===== config.mk =====
export PLATFORM = sky130hd
export DESIGN_NAME = steim2_difference_decoder_top
export DESIGN_NICKNAME = d
export VERILOG_FILES = /design/src/design/s2dd_pkg.sv /design/src/design/s2dd_front.sv /design/src/design/s2dd_queue.sv /design/src/design/s2dd_back.sv /design/src/design/steim2_difference_decoder_top.sv
export SDC_FILE = /design/constraint.sdc
export NUM_CORES = 1
export LEC_CHECK = 0
export BUFFER_PORTS_ARGS = -buffer_cell sky130_fd_sc_hd__buf_2
export CAP_MARGIN = 20
export CORE_MARGIN = 2
export CORE_UTILIZATION = 42
export CTS_CLUSTER_DIAMETER = 50
export CTS_CLUSTER_SIZE = 20
export DETAILED_ROUTE_END_ITERATION = 10
export PLACE_DENSITY = 0.67
export SYNTH_ARGS = -nofsm -noshare
export SYNTH_HDL_FRONTEND = slang
export SYNTH_HIERARCHICAL = 1
export SYNTH_SLANG_ARGS = --single-unit

===== constraint.sdc =====
create_clock -name i_clk -period 7.3 [get_ports i_clk]
set_clock_uncertainty 0.2 [all_clocks]
set_input_delay 0.73 -clock i_clk [delete_from_list [all_inputs] [get_ports i_clk]]
set_output_delay 0.73 -clock i_clk [all_outputs]
set_load 0.05 [all_outputs]

===== src/design/s2dd_pkg.sv =====
// ----------------------------------------------------------------------------
// s2dd_pkg
// Shared types and constants for the Steim-2 difference decoder.
// ----------------------------------------------------------------------------
package s2dd_pkg;

    localparam int MAX_SAMPLES_DEF = 4096;
    localparam int QUEUE_DEPTH_DEF = 2;

    localparam int COUNT_W  = 13;
    localparam int SAMPLE_W = 32;

    // map codes
    localparam logic [1:0] WC_SKIP  = 2'd0;
    localparam logic [1:0] WC_BYTES = 2'd1;
    localparam logic [1:0] WC_WIDE  = 2'd2;
    localparam logic [1:0] WC_NARROW = 2'd3;

    // sub-codes (top two bits of the data word)
    localparam logic [1:0] SC_0 = 2'd0;
    localparam logic [1:0] SC_1 = 2'd1;
    localparam logic [1:0] SC_2 = 2'd2;
    localparam logic [1:0] SC_3 = 2'd3;

    typedef enum logic [1:0] {
        K_SKIP,
        K_BAD,
        K_DIGITS
    } t_kind;

    typedef enum logic [1:0] {
        ST_SAMPLE  = 2'd0,
        ST_BADCODE = 2'd1,
        ST_SHORT   = 2'd2
    } t_status;

    typedef enum logic [1:0] {
        S_IDLE,
        S_DIGITS,
        S_BAD,
        S_SHORT
    } t_state;

    // classified word, front to back
    typedef struct packed {
        logic                 first;
        logic [SAMPLE_W-1:0]  prev;
        logic [COUNT_W-1:0]   count;
        t_kind                kind;
        logic [31:0]          bits;   // digits left-aligned
        logic [4:0]           wid;    // digit width
        logic [4:0]           shamt;  // 32 - digit width
        logic [2:0]           ndig;   // digits in word
        logic                 last;
    } t_desc;

endpackage


===== src/design/s2dd_front.sv =====
// ----------------------------------------------------------------------------
// s2dd_front
// Classifies one compressed word: digit width, count and alignment.
// ----------------------------------------------------------------------------
module s2dd_front
    import s2dd_pkg::*;
(
    input  logic                       i_first_word,
    input  logic signed [SAMPLE_W-1:0] i_prev_sample,
    input  logic [COUNT_W-1:0]         i_sample_count,
    input  logic [1:0]                 i_word_code,
    input  logic [31:0]                i_data_word,
    input  logic                       i_last_word,
    output t_desc                      o_desc
);

    logic [1:0] w_top;

    assign w_top = i_data_word[31:30];

    always_comb begin
        o_desc       = '0;
        o_desc.first = i_first_word;
        o_desc.prev  = i_prev_sample;
        o_desc.count = i_sample_count;
        o_desc.last  = i_last_word;
        o_desc.kind  = K_DIGITS;
        // all packings but bytes and 4-bit leave two flag bits on top
        o_desc.bits  = i_data_word << 2;
        case (i_word_code)
            WC_SKIP: begin
                o_desc.kind = K_SKIP;
            end
            WC_BYTES: begin
                o_desc.bits  = i_data_word;
                o_desc.wid   = 5'd8;
                o_desc.shamt = 5'd24;
                o_desc.ndig  = 3'd4;
            end
            WC_WIDE: begin
                case (w_top)
                    SC_1: begin
                        o_desc.wid = 5'd30; o_desc.shamt = 5'd2;  o_desc.ndig = 3'd1;
                    end
                    SC_2: begin
                        o_desc.wid = 5'd15; o_desc.shamt = 5'd17; o_desc.ndig = 3'd2;
                    end
                    SC_3: begin
                        o_desc.wid = 5'd10; o_desc.shamt = 5'd22; o_desc.ndig = 3'd3;
                    end
                    default: begin
                        o_desc.kind = K_BAD;
                    end
                endcase
            end
            WC_NARROW: begin
                case (w_top)
                    SC_0: begin
                        o_desc.wid = 5'd6; o_desc.shamt = 5'd26; o_desc.ndig = 3'd5;
                    end
                    SC_1: begin
                        o_desc.wid = 5'd5; o_desc.shamt = 5'd27; o_desc.ndig = 3'd6;
                    end
                    SC_2: begin
                        o_desc.bits = i_data_word << 4;
                        o_desc.wid = 5'd4; o_desc.shamt = 5'd28; o_desc.ndig = 3'd7;
                    end
                    default: begin
                        o_desc.kind = K_BAD;
                    end
                endcase
            end
            default: begin
                o_desc.kind = K_SKIP;
            end
        endcase
    end

endmodule


===== src/design/s2dd_queue.sv =====
// ----------------------------------------------------------------------------
// s2dd_queue
// Short queue of classified words between front and back.
// ----------------------------------------------------------------------------
module s2dd_queue
    import s2dd_pkg::*;
#(
    parameter int DEPTH = QUEUE_DEPTH_DEF
) (
    input  logic  i_clk,
    input  logic  i_rst_n,
    input  logic  i_push,
    input  t_desc i_data,
    output logic  o_full,
    input  logic  i_pop,
    output logic  o_valid,
    output t_desc o_data
);

    localparam int PW = (DEPTH > 1) ? $clog2(DEPTH) : 1;
    localparam int CW = $clog2(DEPTH + 1);

    t_desc          r_mem [DEPTH];
    logic [PW-1:0]  r_wr_ptr, n_wr_ptr;
    logic [PW-1:0]  r_rd_ptr, n_rd_ptr;
    logic [CW-1:0]  r_cnt, n_cnt;
    logic           w_wr, w_rd;

    assign o_full  = (r_cnt == CW'(DEPTH));
    assign o_valid = (r_cnt != '0);
    assign o_data  = r_mem[r_rd_ptr];
    assign w_wr    = i_push && !o_full;
    assign w_rd    = i_pop && o_valid;

    always_comb begin
        n_wr_ptr = r_wr_ptr;
        n_rd_ptr = r_rd_ptr;
        n_cnt    = r_cnt;
        if (w_wr) begin
            n_wr_ptr = (r_wr_ptr == PW'(DEPTH - 1)) ? '0 : r_wr_ptr + 1'b1;
        end
        if (w_rd) begin
            n_rd_ptr = (r_rd_ptr == PW'(DEPTH - 1)) ? '0 : r_rd_ptr + 1'b1;
        end
        if (w_wr && !w_rd) begin
            n_cnt = r_cnt + 1'b1;
        end else if (w_rd && !w_wr) begin
            n_cnt = r_cnt - 1'b1;
        end
    end

    always_ff @(posedge i_clk) begin
        if (!i_rst_n) begin
            r_wr_ptr <= '0;
            r_rd_ptr <= '0;
            r_cnt    <= '0;
        end else begin
            r_wr_ptr <= n_wr_ptr;
            r_rd_ptr <= n_rd_ptr;
            r_cnt    <= n_cnt;
        end
    end

    always_ff @(posedge i_clk) begin
        if (w_wr) begin
            r_mem[r_wr_ptr] <= i_data;
        end
    end

endmodule


===== src/design/s2dd_back.sv =====
// ----------------------------------------------------------------------------
// s2dd_back
// Expands classified words into samples, one result per cycle while the output
// register can take it, through an output register.
// ----------------------------------------------------------------------------
module s2dd_back
    import s2dd_pkg::*;
#(
    parameter int MAX_SAMPLES = MAX_SAMPLES_DEF
) (
    input  logic                       i_clk,
    input  logic                       i_rst_n,
    input  logic                       i_valid,
    input  t_desc                      i_desc,
    output logic                       o_take,
    output logic                       o_empty,
    input  logic                       i_pop,
    output logic signed [SAMPLE_W-1:0] o_sample,
    output logic                       o_end_of_packet,
    output logic [1:0]                 o_status
);

    localparam int LW = $clog2(MAX_SAMPLES + 1);

    t_state              r_state, n_state;
    logic [LW-1:0]       r_left, n_left;
    logic [SAMPLE_W-1:0] r_sum, n_sum;
    logic [31:0]         r_bits, n_bits;
    logic [4:0]          r_wid, n_wid;
    logic [4:0]          r_shamt, n_shamt;
    logic [2:0]          r_ndig, n_ndig;
    logic                r_last, n_last;

    logic                r_out_valid, n_out_valid;
    logic [SAMPLE_W-1:0] r_out_sample, n_out_sample;
    logic                r_out_eop, n_out_eop;
    t_status             r_out_status, n_out_status;

    logic                w_out_ready, w_step, w_done;
    logic [SAMPLE_W-1:0] w_diff, w_sum_step;
    logic [LW-1:0]       w_left_step;
    logic [LW-1:0]       w_work_left, w_base_left, w_count_sat;
    logic [SAMPLE_W-1:0] w_work_sum, w_base_sum;

    assign w_out_ready = !r_out_valid || i_pop;
    assign w_step      = (r_state != S_IDLE) && w_out_ready;

    // digit sits left-aligned; arithmetic shift sign-extends it
    assign w_diff      = 32'($signed(r_bits) >>> r_shamt);
    assign w_sum_step  = r_sum + w_diff;
    assign w_left_step = r_left - 1'b1;

    assign w_count_sat = (32'(i_desc.count) > 32'(MAX_SAMPLES)) ? LW'(MAX_SAMPLES)
                                                                  : LW'(i_desc.count);

    // engine is free for the next word after this cycle
    always_comb begin
        w_done = 1'b0;
        case (r_state)
            S_IDLE:   w_done = 1'b1;
            S_DIGITS: w_done = w_step && ((w_left_step == '0) ||
                                          (r_ndig == 3'd1 && !r_last));
            S_BAD:    w_done = w_step;
            S_SHORT:  w_done = w_step;
            default:  w_done = 1'b1;
        endcase
    end

    assign o_take = w_done && i_valid;

    // state after this cycle's step, before a new word is loaded
    always_comb begin
        w_work_left = r_left;
        w_work_sum  = r_sum;
        if (w_step) begin
            case (r_state)
                S_DIGITS: begin
                    w_work_left = w_left_step;
                    w_work_sum  = w_sum_step;
                end
                S_BAD, S_SHORT: begin
                    w_work_left = '0;
                end
                default: begin
                end
            endcase
        end
    end

    assign w_base_left = i_desc.first ? w_count_sat : w_work_left;
    assign w_base_sum  = i_desc.first ? i_desc.prev : w_work_sum;

    // next state
    always_comb begin
        n_state = r_state;
        if (w_step) begin
            case (r_state)
                S_DIGITS: begin
                    if (w_left_step == '0) begin
                        n_state = S_IDLE;
                    end else if (r_ndig == 3'd1) begin
                        n_state = r_last ? S_SHORT : S_IDLE;
                    end
                end
                S_BAD:   n_state = S_IDLE;
                S_SHORT: n_state = S_IDLE;
                default: n_state = S_IDLE;
            endcase
        end
        if (o_take) begin
            if (w_base_left == '0) begin
                n_state = S_IDLE;
            end else begin
                case (i_desc.kind)
                    K_BAD:    n_state = S_BAD;
                    K_DIGITS: n_state = S_DIGITS;
                    K_SKIP:   n_state = i_desc.last ? S_SHORT : S_IDLE;
                    default:  n_state = S_IDLE;
                endcase
            end
        end
    end

    // datapath and result register
    always_comb begin
        n_left       = w_work_left;
        n_sum        = w_work_sum;
        n_bits       = r_bits;
        n_wid        = r_wid;
        n_shamt      = r_shamt;
        n_ndig       = r_ndig;
        n_last       = r_last;
        n_out_valid  = r_out_valid && !i_pop;
        n_out_sample = r_out_sample;
        n_out_eop    = r_out_eop;
        n_out_status = r_out_status;
        if (w_step) begin
            n_out_valid = 1'b1;
            case (r_state)
                S_DIGITS: begin
                    n_out_sample = w_sum_step;
                    n_out_eop    = (w_left_step == '0);
                    n_out_status = ST_SAMPLE;
                    n_bits       = r_bits << r_wid;
                    n_ndig       = r_ndig - 1'b1;
                end
                S_BAD: begin
                    n_out_sample = '0;
                    n_out_eop    = 1'b1;
                    n_out_status = ST_BADCODE;
                end
                default: begin
                    n_out_sample = '0;
                    n_out_eop    = 1'b1;
                    n_out_status = ST_SHORT;
                end
            endcase
        end
        if (o_take) begin
            n_left  = w_base_left;
            n_sum   = w_base_sum;
            n_bits  = i_desc.bits;
            n_wid   = i_desc.wid;
            n_shamt = i_desc.shamt;
            n_ndig  = i_desc.ndig;
            n_last  = i_desc.last;
        end
    end

    always_ff @(posedge i_clk) begin
        if (!i_rst_n) begin
            r_state     <= S_IDLE;
            r_left      <= '0;
            r_sum       <= '0;
            r_out_valid <= 1'b0;
        end else begin
            r_state     <= n_state;
            r_left      <= n_left;
            r_sum       <= n_sum;
            r_out_valid <= n_out_valid;
        end
    end

    always_ff @(posedge i_clk) begin
        r_bits       <= n_bits;
        r_wid        <= n_wid;
        r_shamt      <= n_shamt;
        r_ndig       <= n_ndig;
        r_last       <= n_last;
        r_out_sample <= n_out_sample;
        r_out_eop    <= n_out_eop;
        r_out_status <= n_out_status;
    end

    assign o_empty         = !r_out_valid;
    assign o_sample        = r_out_sample;
    assign o_end_of_packet = r_out_eop;
    assign o_status        = r_out_status;

`ifndef SYNTH
    // a busy engine always owes samples to an open packet
    a_busy_open: assert property (@(posedge i_clk) disable iff (!i_rst_n)
        (r_state != S_IDLE) |-> (r_left != '0))
        else $error("engine busy with no samples owed");

    a_digits_left: assert property (@(posedge i_clk) disable iff (!i_rst_n)
        (r_state == S_DIGITS) |-> (r_ndig != 3'd0))
        else $error("digit state with no digits left");

    a_left_max: assert property (@(posedge i_clk) disable iff (!i_rst_n)
        32'(r_left) <= 32'(MAX_SAMPLES))
        else $error("sample count above maximum");

    // status results always close the packet
    a_status_eop: assert property (@(posedge i_clk) disable iff (!i_rst_n)
        (w_step && (r_state == S_BAD || r_state == S_SHORT)) |=>
            (r_out_valid && r_out_eop))
        else $error("status result without end of packet");
`endif

endmodule


===== src/design/steim2_difference_decoder_top.sv =====
// ----------------------------------------------------------------------------
// steim2_difference_decoder_top
// Steim-2 word decoder: compressed words in, reconstructed samples out.
// ----------------------------------------------------------------------------
//  channel  | handshake          | payload
//  ---------+--------------------+---------------------------------------------
//  input    | push / full        | first_word prev_sample sample_count
//           |                    | word_code data_word last_word
//  result   | empty / pop        | sample end_of_packet status
//
//  One result leaves the back engine per cycle unless the result register
//  holds an unpopped item. Up to seven samples per word; the engine takes
//  the next word as it emits the last result of the current one.
//  A short queue of QUEUE_DEPTH words decouples input from the engine.
//  Reset is synchronous, active low; it clears queue, engine and result flag.
//  The engine stalls only while the result register holds an unpopped item.
// ----------------------------------------------------------------------------
module steim2_difference_decoder_top
    import s2dd_pkg::*;
#(
    parameter int MAX_SAMPLES = MAX_SAMPLES_DEF,
    parameter int QUEUE_DEPTH = QUEUE_DEPTH_DEF
) (
    input  logic                       i_clk,
    input  logic                       i_rst_n,
    input  logic                       push,
    output logic                       full,
    input  logic                       i_first_word,
    input  logic signed [SAMPLE_W-1:0] i_prev_sample,
    input  logic [COUNT_W-1:0]         i_sample_count,
    input  logic [1:0]                 i_word_code,
    input  logic [31:0]                i_data_word,
    input  logic                       i_last_word,
    output logic                       empty,
    input  logic                       pop,
    output logic signed [SAMPLE_W-1:0] o_sample,
    output logic                       o_end_of_packet,
    output logic [1:0]                 o_status
);

    t_desc w_front_desc;
    t_desc w_q_desc;
    logic  w_q_valid;
    logic  w_take;

    s2dd_front u_front (
        .i_first_word   (i_first_word),
        .i_prev_sample  (i_prev_sample),
        .i_sample_count (i_sample_count),
        .i_word_code    (i_word_code),
        .i_data_word    (i_data_word),
        .i_last_word    (i_last_word),
        .o_desc         (w_front_desc)
    );

    s2dd_queue #(
        .DEPTH (QUEUE_DEPTH)
    ) u_queue (
        .i_clk   (i_clk),
        .i_rst_n (i_rst_n),
        .i_push  (push),
        .i_data  (w_front_desc),
        .o_full  (full),
        .i_pop   (w_take),
        .o_valid (w_q_valid),
        .o_data  (w_q_desc)
    );

    s2dd_back #(
        .MAX_SAMPLES (MAX_SAMPLES)
    ) u_back (
        .i_clk           (i_clk),
        .i_rst_n         (i_rst_n),
        .i_valid         (w_q_valid),
        .i_desc          (w_q_desc),
        .o_take          (w_take),
        .o_empty         (empty),
        .i_pop           (pop),
        .o_sample        (o_sample),
        .o_end_of_packet (o_end_of_packet),
        .o_status        (o_status)
    );

endmodule

==> results of run 1 <==
-- flip-flops by register name (all words and copies together) (netlist names), 2 cells and up, named ones only --
register,cells
u_queue/r_mem,188
u_back/o_sample,32
u_back/r_bits,32
u_back/r_sum,32
u_back/r_left,13
u_back/r_shamt,5
u_back/r_wid,5
u_back/r_ndig,3
u_back/o_status,2
u_back/r_state,2
u_queue/r_cnt,2
-- path summary, 6_finish.rpt --
| path | startpoint | endpoint | depth (start not counted) | slack [ps] |
|---|---|---|---|---|
| max | u_back/r_shamt[1] | u_back/o_sample[28] | 16 | 1560 |
| min | i_prev_sample[13] | u_queue/r_mem[0][74] | 1 | 150 |
| max reg2reg | u_back/r_shamt[1] | u_back/o_sample[28] | 16 | 1560 |
| min reg2reg | u_back/r_sum[17] | u_back/r_sum[17] | 2 | 290 |
-- layout make-up --
type	instances	area [um^2]
clock buffer	38	930
timing repair buffer	141	776
inverter	32	120
clock inverter	27	374
fill	4095	23600
multi-input combinational	1218	8760
sequential	322	9140
tap	592	741
-- where the power goes --
| group | internal (mW) | total [mW] | switching (mW) |
|---|---|---|---|
| sequential | 2.68 | 3.10 | 0.425 |
| clock | 1.10 | 1.96 | 0.861 |
| combinational | 2.24 | 5.82 | 3.58 |
| total | 6.01 | 10.9 | 4.87 |
-- metal layers --
metal | share of wire, % | track usage [%]
met5 | 0 | 0
met4 | 2.6 | 5.78
met3 | 5.0 | 3.26
met2 | 47 | 31.4
met1 | 46 | 26.7
-- cell usage in the layout (no fill, tap or decap), types with 18 or more instances in the layout --
master / instances
and2_1: 39
o31ai_1: 24
a21oi_1: 118
clkbuf_16: 37
mux4_2: 29
o22ai_1: 57
edfxtp_1: 269
nand3_1: 18
buf_2: 121
dfxtp_1: 52
mux2i_1: 65
nor2_1: 113
xnor2_1: 23
nor3_1: 19
ha_1: 48
buf_4: 19
inv_1: 30
mux2_2: 138
o21ai_0: 117
nand2_1: 174
-- worst max-delay path, stage by stage (launching register included) --
cell,delay [ps]
edfxtp_1,760
buf_4,400
mux2_2,380
o21ai_0,340
o21ai_0,160
mux2i_1,150
o21ai_0,100
ha_1,410
a21oi_1,180
o21bai_1,90
a2111oi_0,790
o21ai_0,250
a211oi_1,500
nor3_1,130
a221oi_1,340
xor2_1,230
nor2_1,60
-- cell families after synthesis --
group	count (synthesis)	synth area share (%)
AND/OR/NAND/NOR	454	11.3
AO/OA/AOI/OAI	449	14.7
flip-flops	322	48.1
multiplexers	232	15.1
buffers and inverters	201	5.91
adder cells (fa/ha/maj)	49	3.27
XOR/XNOR	34	1.64
==> flow_metrics.tcl, run 1 <==
set metrics [dict create \
    synth_area_um2 19000 \
    ys_top_cells_by_area "edfxtp_1 (43%), mux2_2 (8.2%), dfxtp_1 (5.6%)" \
    cts_hold_buffers 0 \
    layout-drive-gt1-share_pct 22.7 \
    synthDominantCellAreaShare_pct 42.5 \
    async_flop_share_pct 0 \
    diodes 0 \
    ant_nets 0 \
    yosys.cell_count.top_type "edfxtp_1" \
    setup_tns_ps 0 \
    synth_cell_type_count 91 \
    cts_buffer_depth 3 \
    grt_first_pass_wirelength_um 72900 \
    setup_viol 0 \
    yosysTopAreaCell "edfxtp_1" \
    cts-resized-gates 0 \
    ir_drop_uv 275 \
    power_mw 10.9 \
    start_util_pct 42.7 \
    drv_cap 0 \
    numPortBuffers 121 \
    synth_nets 1875 \
    overflow 0 \
    hold_viol_final 0 \
    drcViolationCount 0 \
    dieArea_um2 46900 \
    drt_iter0_drc 1056 \
    synthCells 1741 \
    ioPinCount 122 \
    synth_ff_type "edfxtp_1" \
    place_inst 2304 \
    status "finished clean" \
    critPathMaxFanout 23 \
    clk_pin_slew_ps 80 \
    area_delta_synth_final_pct 9.79 \
    dp_slack_ps 1610 \
    slew_viol_final 0 \
    drt-total-wl_um 46000 \
    ys_seq_area_share_pct 48.1 \
    slew_headroom_pct 29.4 \
    required_ps 7380 \
    dieHeight_um 217 \
    worst_pin_slew_ps 1060 \
    grt_max_degree 81 \
    vias_per_cell 5.74 \
    grt_pass1_vias 13200 \
    antenna_found_initial 0 \
    rsz0062_at_grt "no" \
    fin_crit_sh_pct 78.6 \
    setup_ws_ps 1560 \
    critPathKind "reg2reg" \
    place.gp.congestion 0.920 \
    placed_area_um2 19500 \
    dp_hpwl_um 32200 \
    syn_avg_cell_area_um2 10.9 \
    post-cts-setup-buffers 0 \
    cts_root_buf "clkbuf_16" \
    ctsHtreeMaxLevel 2 \
    worstSkewPairLatency_ps 570 \
    nets 1885 \
    wl_per_cell_um 19.4 \
    coreArea_um2 44400 \
    power.leakage_nw 7.64 \
    rows 77 \
    start_kind "flop" \
    critPathArrivalTime_ps 5830 \
    end_kind "flop" \
    hold_class "in2reg" \
    grt_util_all_layers_pct 19.4 \
    period_minus_slack_ps 5740 \
    final_cells 2370 \
    firstDrtPassIters 5 \
    cts_sinks 322 \
    synth_commonest_cells "edfxtp_1 (269), nand2_1 (174), mux2_2 (138)" \
    fin_util_pct 46.9 \
    whs_ps 154 \
    ys_seq_elements 322 \
    cts_inserted_buffers 36 \
    synth_enable_flop_cells 269 \
    die_w_um 217 \
    cts_tree "built" \
    vias 13600 \
    yosysWarnings 6 \
    final_area_um2 20800 \
    max_freq_mhz 174 \
    power.density_nw_per_um2 522 \
]
No activity file was read; power rests on OpenSTA's default activity.
==> inputs of run 2 (changes only) <==
==> constraint.sdc (replaced) <==
create_clock -name i_clk -period 5.7 [get_ports i_clk]
set_clock_uncertainty 0.2 [all_clocks]
set_input_delay 0.57 -clock i_clk [delete_from_list [all_inputs] [get_ports i_clk]]
set_output_delay 0.57 -clock i_clk [all_outputs]
set_load 0.05 [all_outputs]
==> flow_metrics.tcl, run 2 (synthesis gave the netlist of run 1 again) <==
set metrics [dict create \
    numPortBuffers 121 \
    whs_ps 23.7 \
    slew_viol_final 0 \
    wl_per_cell_um 19.1 \
    drv_cap 0 \
    end_kind "flop" \
    clk_pin_slew_ps 80 \
    rrSetupSlack_ps 320 \
    hold_depth 1 \
    critPathMaxFanout 13 \
    dieArea_um2 46900 \
    coreArea_um2 44400 \
    antenna_found_initial 0 \
    period_minus_slack_ps 5380 \
    setup_viol 0 \
    setup_tns_ps 0 \
    grt_util_all_layers_pct 19.5 \
    worst_pin_slew_ps 1090 \
    dp_hpwl_um 32400 \
    max_flop_register "u_queue/r_mem" \
    dieHeight_um 217 \
    power.leakage_nw 7.81 \
    critPathArrivalTime_ps 5490 \
    vias_per_cell 5.73 \
    ff2ff_path_depth 17 \
    ctsHtreeMaxLevel 2 \
    cp_slowest_cell "edfxtp_1" \
    hold_class "in2reg" \
    rows 77 \
    power.density_nw_per_um2 655 \
    overflow 0 \
    largest_reg_flops 188 \
    drcViolationCount 0 \
    layout_common_cells "edfxtp_1 (269), nand2_1 (174), mux2_2 (138)" \
    drt_iter0_drc 946 \
    hold_end "u_queue/r_mem[1][76]" \
    layout-drive-gt1-share_pct 22.4 \
    final_cells 2414 \
    path_cells "buf_4, mux4_2, nand2_1, nand2_1, mux2i_1, mux2i_1, ha_1, fa_1, a21o_1, a21oi_1, o211ai_1, a221o_1, a211oi_1, nor3_1, a221oi_1, xor2_1, nor2_1" \
    hp-start "i_prev_sample[15]" \
    max_freq_mhz 186 \
    cts_buffer_depth 3 \
    diodes 0 \
    hold_viol_final 0 \
    r2r_end "u_back/o_sample[28]" \
    cp_slowest_stage_delay_ps 590 \
    grt_pass1_vias 13400 \
    start_kind "flop" \
    required_ps 5810 \
    ioPinCount 122 \
    regToRegStartpoint "u_back/r_shamt[0]" \
    mostFrequentLayoutCell "edfxtp_1" \
    drt-total-wl_um 46100 \
    start_util_pct 42.7 \
    rsz0062_at_grt "no" \
    critPathKind "reg2reg" \
    setup_ws_ps 317 \
    cts_inserted_buffers 35 \
    die_w_um 217 \
    ant_nets 0 \
    dp_slack_ps 391 \
    place_inst 2311 \
    nets 1929 \
    worstSkewPairLatency_ps 560 \
    post-cts-setup-buffers 0 \
    fillCellCount 4019 \
    ir_drop_uv 365 \
    area_delta_synth_final_pct 11.8 \
    cts_sinks 322 \
    place.gp.congestion 0.929 \
    firstDrtPassIters 5 \
    slew_headroom_pct 27.1 \
    fin_crit_sh_pct 94.4 \
    cts-resized-gates 0 \
    cts_root_buf "clkbuf_16" \
    grt_max_degree 73 \
    cts_tree "built" \
    status "finished clean" \
    vias 13800 \
    grt_first_pass_wirelength_um 72900 \
]
-- run 2: cell types whose count changed in the layout (fill, tap and decap cells not counted), sizes merged, moves of 3 or more --
| cell | before | now |
|---|---|---|
| dlygate4sd3 | 0 | 39 |
| buf | 141 | 147 |
| inv | 44 | 47 |
| bufinv | 3 | 0 |
-- run 2: worst max-delay path by stage --
stage          depth (start not counted)              start                  end
6_report                              17  u_back/r_shamt[0]  u_back/o_sample[28]
5_1_grt                               17  u_back/r_shamt[0]  u_back/o_sample[28]
4_1_cts                               17  u_back/r_shamt[0]  u_back/o_sample[28]
3_5_place_dp                          17  u_back/r_shamt[0]  u_back/o_sample[28]
3_3_place_gp                          17  u_back/r_shamt[0]  u_back/o_sample[28]
2_1_floorplan                          3   u_queue/r_cnt[0]  u_queue/r_mem[0][0]
-- run 2: through the flow --
| step | utilization (%) | total power, mW | area (um^2) |
|---|---|---|---|
| 5_1_grt | 47.8 | 14.9 | 21200 |
| 3_5_place_dp | 44.1 | 11.5 | 19600 |
| 4_1_cts | 47.8 | 13.9 | 21200 |
| 2_1_floorplan | - | 9.67 | 19000 |
| 6_report | 47.8 | 13.9 | 21200 |
| 3_3_place_gp | 44.1 | 11.4 | 19600 |
-- run 2: area by class of cell --
class	instances	area [um^2]	area share (%)
repair buffers	186	1200	5.67
clock buffers	37	926	4.36
clock inverters	27	332	1.56
well taps	592	741	3.49
flip-flops and latches	322	9140	43.1
multi-input cells	1218	8760	41.3
inverters	32	120	0.566
-- run 2: per-layer routing --
metal | vias to the layer above | global-route usage [%] | routed length (um)
li1 | 6612 | - | -
met1 | 6724 | 26.4 | 20900
met2 | 424 | 32.1 | 21600
met3 | 80 | 2.72 | 2390
met4 | 0 | 6.58 | 1190
met5 | - | 0 | 0
-- run 2: critical path, delay by kind of cell, from the launching register on --
kind / cells / cell delay [ps]
AOI/OAI and AO/OA: 6 / 1940
muxes: 3 / 930
adders and majority gates: 2 / 630
DFF: 1 / 590
and+or+nand+nor: 4 / 340
buffers and inverters: 1 / 260
xor gates and xnor gates: 1 / 240
-- run 2: where the power goes --
group / switching [mW] / internal, mW / total (mW)
logic: 4.63 / 2.91 / 7.54
clock network: 1.12 / 1.28 / 2.40
registers: 0.526 / 3.43 / 3.96
total: 6.28 / 7.62 / 13.9
-- run 2: what timing repair did --
item / in CTS / in global routing
hold buffers: 39 / 0
endpoints found under the setup margin: 0 / 0
hold endpoints to repair: 78 / 0
==> inputs of run 3 (changes only) <==
--- a/config.mk
+++ b/config.mk
@@ -12,6 +12,7 @@
 export CTS_CLUSTER_DIAMETER = 50
 export CTS_CLUSTER_SIZE = 20
 export DETAILED_ROUTE_END_ITERATION = 10
+export MAX_ROUTING_LAYER = met4
 export PLACE_DENSITY = 0.67
 export SYNTH_ARGS = -nofsm -noshare
 export SYNTH_HDL_FRONTEND = slang
==> flow_metrics.tcl, run 3 (synthesis gave the netlist of run 1 again) <==
set metrics [dict create \
    vias_per_cell 5.70 \
    ir_drop_uv 310 \
    max_flop_register "u_queue/r_mem" \
    cts_buffer_depth 3 \
    drt_iter0_drc 981 \
    cp_slowest_cell "a2111oi_0" \
    worstSkewPairLatency_ps 600 \
    coreArea_um2 44400 \
    worst_pin_slew_ps 1070 \
    place.gp.congestion 0.930 \
    setup_viol 0 \
    dp_slack_ps 439 \
    regArea_um2 9140 \
    nets 1934 \
    critPathMaxFanout 13 \
    status "finished clean" \
    fin_util_pct 47.7 \
    cts_sinks 322 \
    critPathArrivalTime_ps 5460 \
    place_inst 2311 \
    grt_util_all_layers_pct 19.7 \
    drcViolationCount 0 \
    cts-resized-gates 0 \
    cp_slowest_stage_delay_ps 750 \
    antenna_found_initial 0 \
    grt_pass1_vias 13100 \
    hold_end "u_queue/r_mem[1][14]" \
    power.leakage_nw 7.79 \
    cts_inserted_buffers 31 \
    final_cells 2417 \
    critPathKind "reg2reg" \
    rsz0062_at_grt "no" \
    die_w_um 217 \
    hold_depth 2 \
    ant_nets 0 \
    dp_hpwl_um 32500 \
    r2r_end "u_back/o_sample[28]" \
    largest_reg_flops 188 \
    slew_viol_final 0 \
    regToRegStartpoint "u_back/r_shamt[0]" \
    start_util_pct 42.7 \
    drt-total-wl_um 45900 \
    power.density_nw_per_um2 647 \
    mostFrequentLayoutCell "edfxtp_1" \
    rrSetupSlack_ps 390 \
    layout-drive-gt1-share_pct 22.1 \
    ctsHtreeMaxLevel 1 \
    grt_max_degree 82 \
    max_freq_mhz 188 \
    slew_headroom_pct 28.9 \
    clk_pin_slew_ps 80 \
    setup_ws_ps 389 \
    ioPinCount 122 \
    dieHeight_um 217 \
    drv_cap 0 \
    cts_root_buf "clkbuf_16" \
    firstDrtPassIters 5 \
    hold_viol_final 0 \
    area_delta_synth_final_pct 11.7 \
    power_mw 13.7 \
    post-cts-setup-buffers 0 \
    grt_first_pass_wirelength_um 72600 \
    dieArea_um2 46900 \
    end_kind "flop" \
    diodes 0 \
    cts_tree "built" \
    hold_class "in2reg" \
    path_cells "buf_4, mux4_2, nand2_1, nand2_1, mux2i_1, o21ai_0, ha_1, inv_1, o21bai_1, a2111oi_0, o21ai_0, a211oi_1, nor3_1, a221oi_1, xor2_1, nor2_1" \
    rows 77 \
    overflow 0 \
    multiInputGateArea_um2 8760 \
    required_ps 5850 \
    fillCellCount 4041 \
    setup_tns_ps 0 \
    layout_common_cells "edfxtp_1 (269), nand2_1 (174), mux2_2 (138)" \
    numPortBuffers 121 \
    wl_per_cell_um 19.0 \
    fin_crit_sh_pct 93.2 \
    hp-start "i_data_word[0]" \
    ff2ff_path_depth 16 \
    start_kind "flop" \
    vias 13800 \
    period_minus_slack_ps 5310 \
]
run 3: area by class of cell:
class / count / area share (%)
Tap cell: 592 / 3.49
Sequential cell: 322 / 43.1
Clock buffer: 33 / 3.74
Clock inverter: 25 / 1.59
Inverter: 32 / 0.566
Timing Repair Buffer: 195 / 6.18
Multi-Input combinational cell: 1218 / 41.3
run 3: repair_timing:
item,4_1_cts,5_1_grt
hold endpoints to repair,94,0
hold buffers,47,0
endpoints found under the setup margin,0,0
run 3: critical path: cells and delay by family (launching register included):
| kind | cells | cell delay (ps) |
|---|---|---|
| AOI/OAI and AO/OA | 6 | 2180 |
| adders and majority gates | 1 | 370 |
| xor gates and xnor gates | 1 | 240 |
| and+or+nand+nor | 4 | 320 |
| DFF | 1 | 580 |
| muxes | 2 | 720 |
| buffers and inverters | 2 | 440 |
run 3: metal layers:
metal / global-route usage, % / share of wire, %
met1: 26.7 / 46
met2: 32.1 / 47
met3: 2.26 / 4.5
met4: 4.38 / 2.0
met5: - / 0
run 3: how the worst max path moves through the flow:
stage | slack, ps | startpoint | to
2_1_floorplan | 550 | u_queue/r_cnt[0] | u_queue/r_mem[0][0]
3_3_place_gp | 480 | u_back/r_shamt[0] | u_back/o_sample[28]
3_5_place_dp | 440 | u_back/r_shamt[0] | u_back/o_sample[30]
4_1_cts | 400 | u_back/r_shamt[0] | u_back/o_sample[28]
5_1_grt | 30 | u_back/r_shamt[0] | u_back/o_sample[30]
6_report | 390 | u_back/r_shamt[0] | u_back/o_sample[28]
run 3: report_power, final:
| part | internal [mW] | leakage [nW] | total, mW | switching [mW] |
|---|---|---|---|---|
| Clock | 1.14 | 0.541 | 2.20 | 1.06 |
| Sequential | 3.43 | 2.97 | 3.91 | 0.483 |
| Combinational | 2.92 | 4.28 | 7.61 | 4.69 |
| Total | 7.49 | 7.79 | 13.7 | 6.23 |
run 3: metrics by stage:
step	instance area (um^2)	hold WS [ps]
6_report	21200	126
2_1_floorplan	19000	254
3_5_place_dp	19600	283
4_1_cts	21200	88.4
3_3_place_gp	19600	282
5_1_grt	21200	126
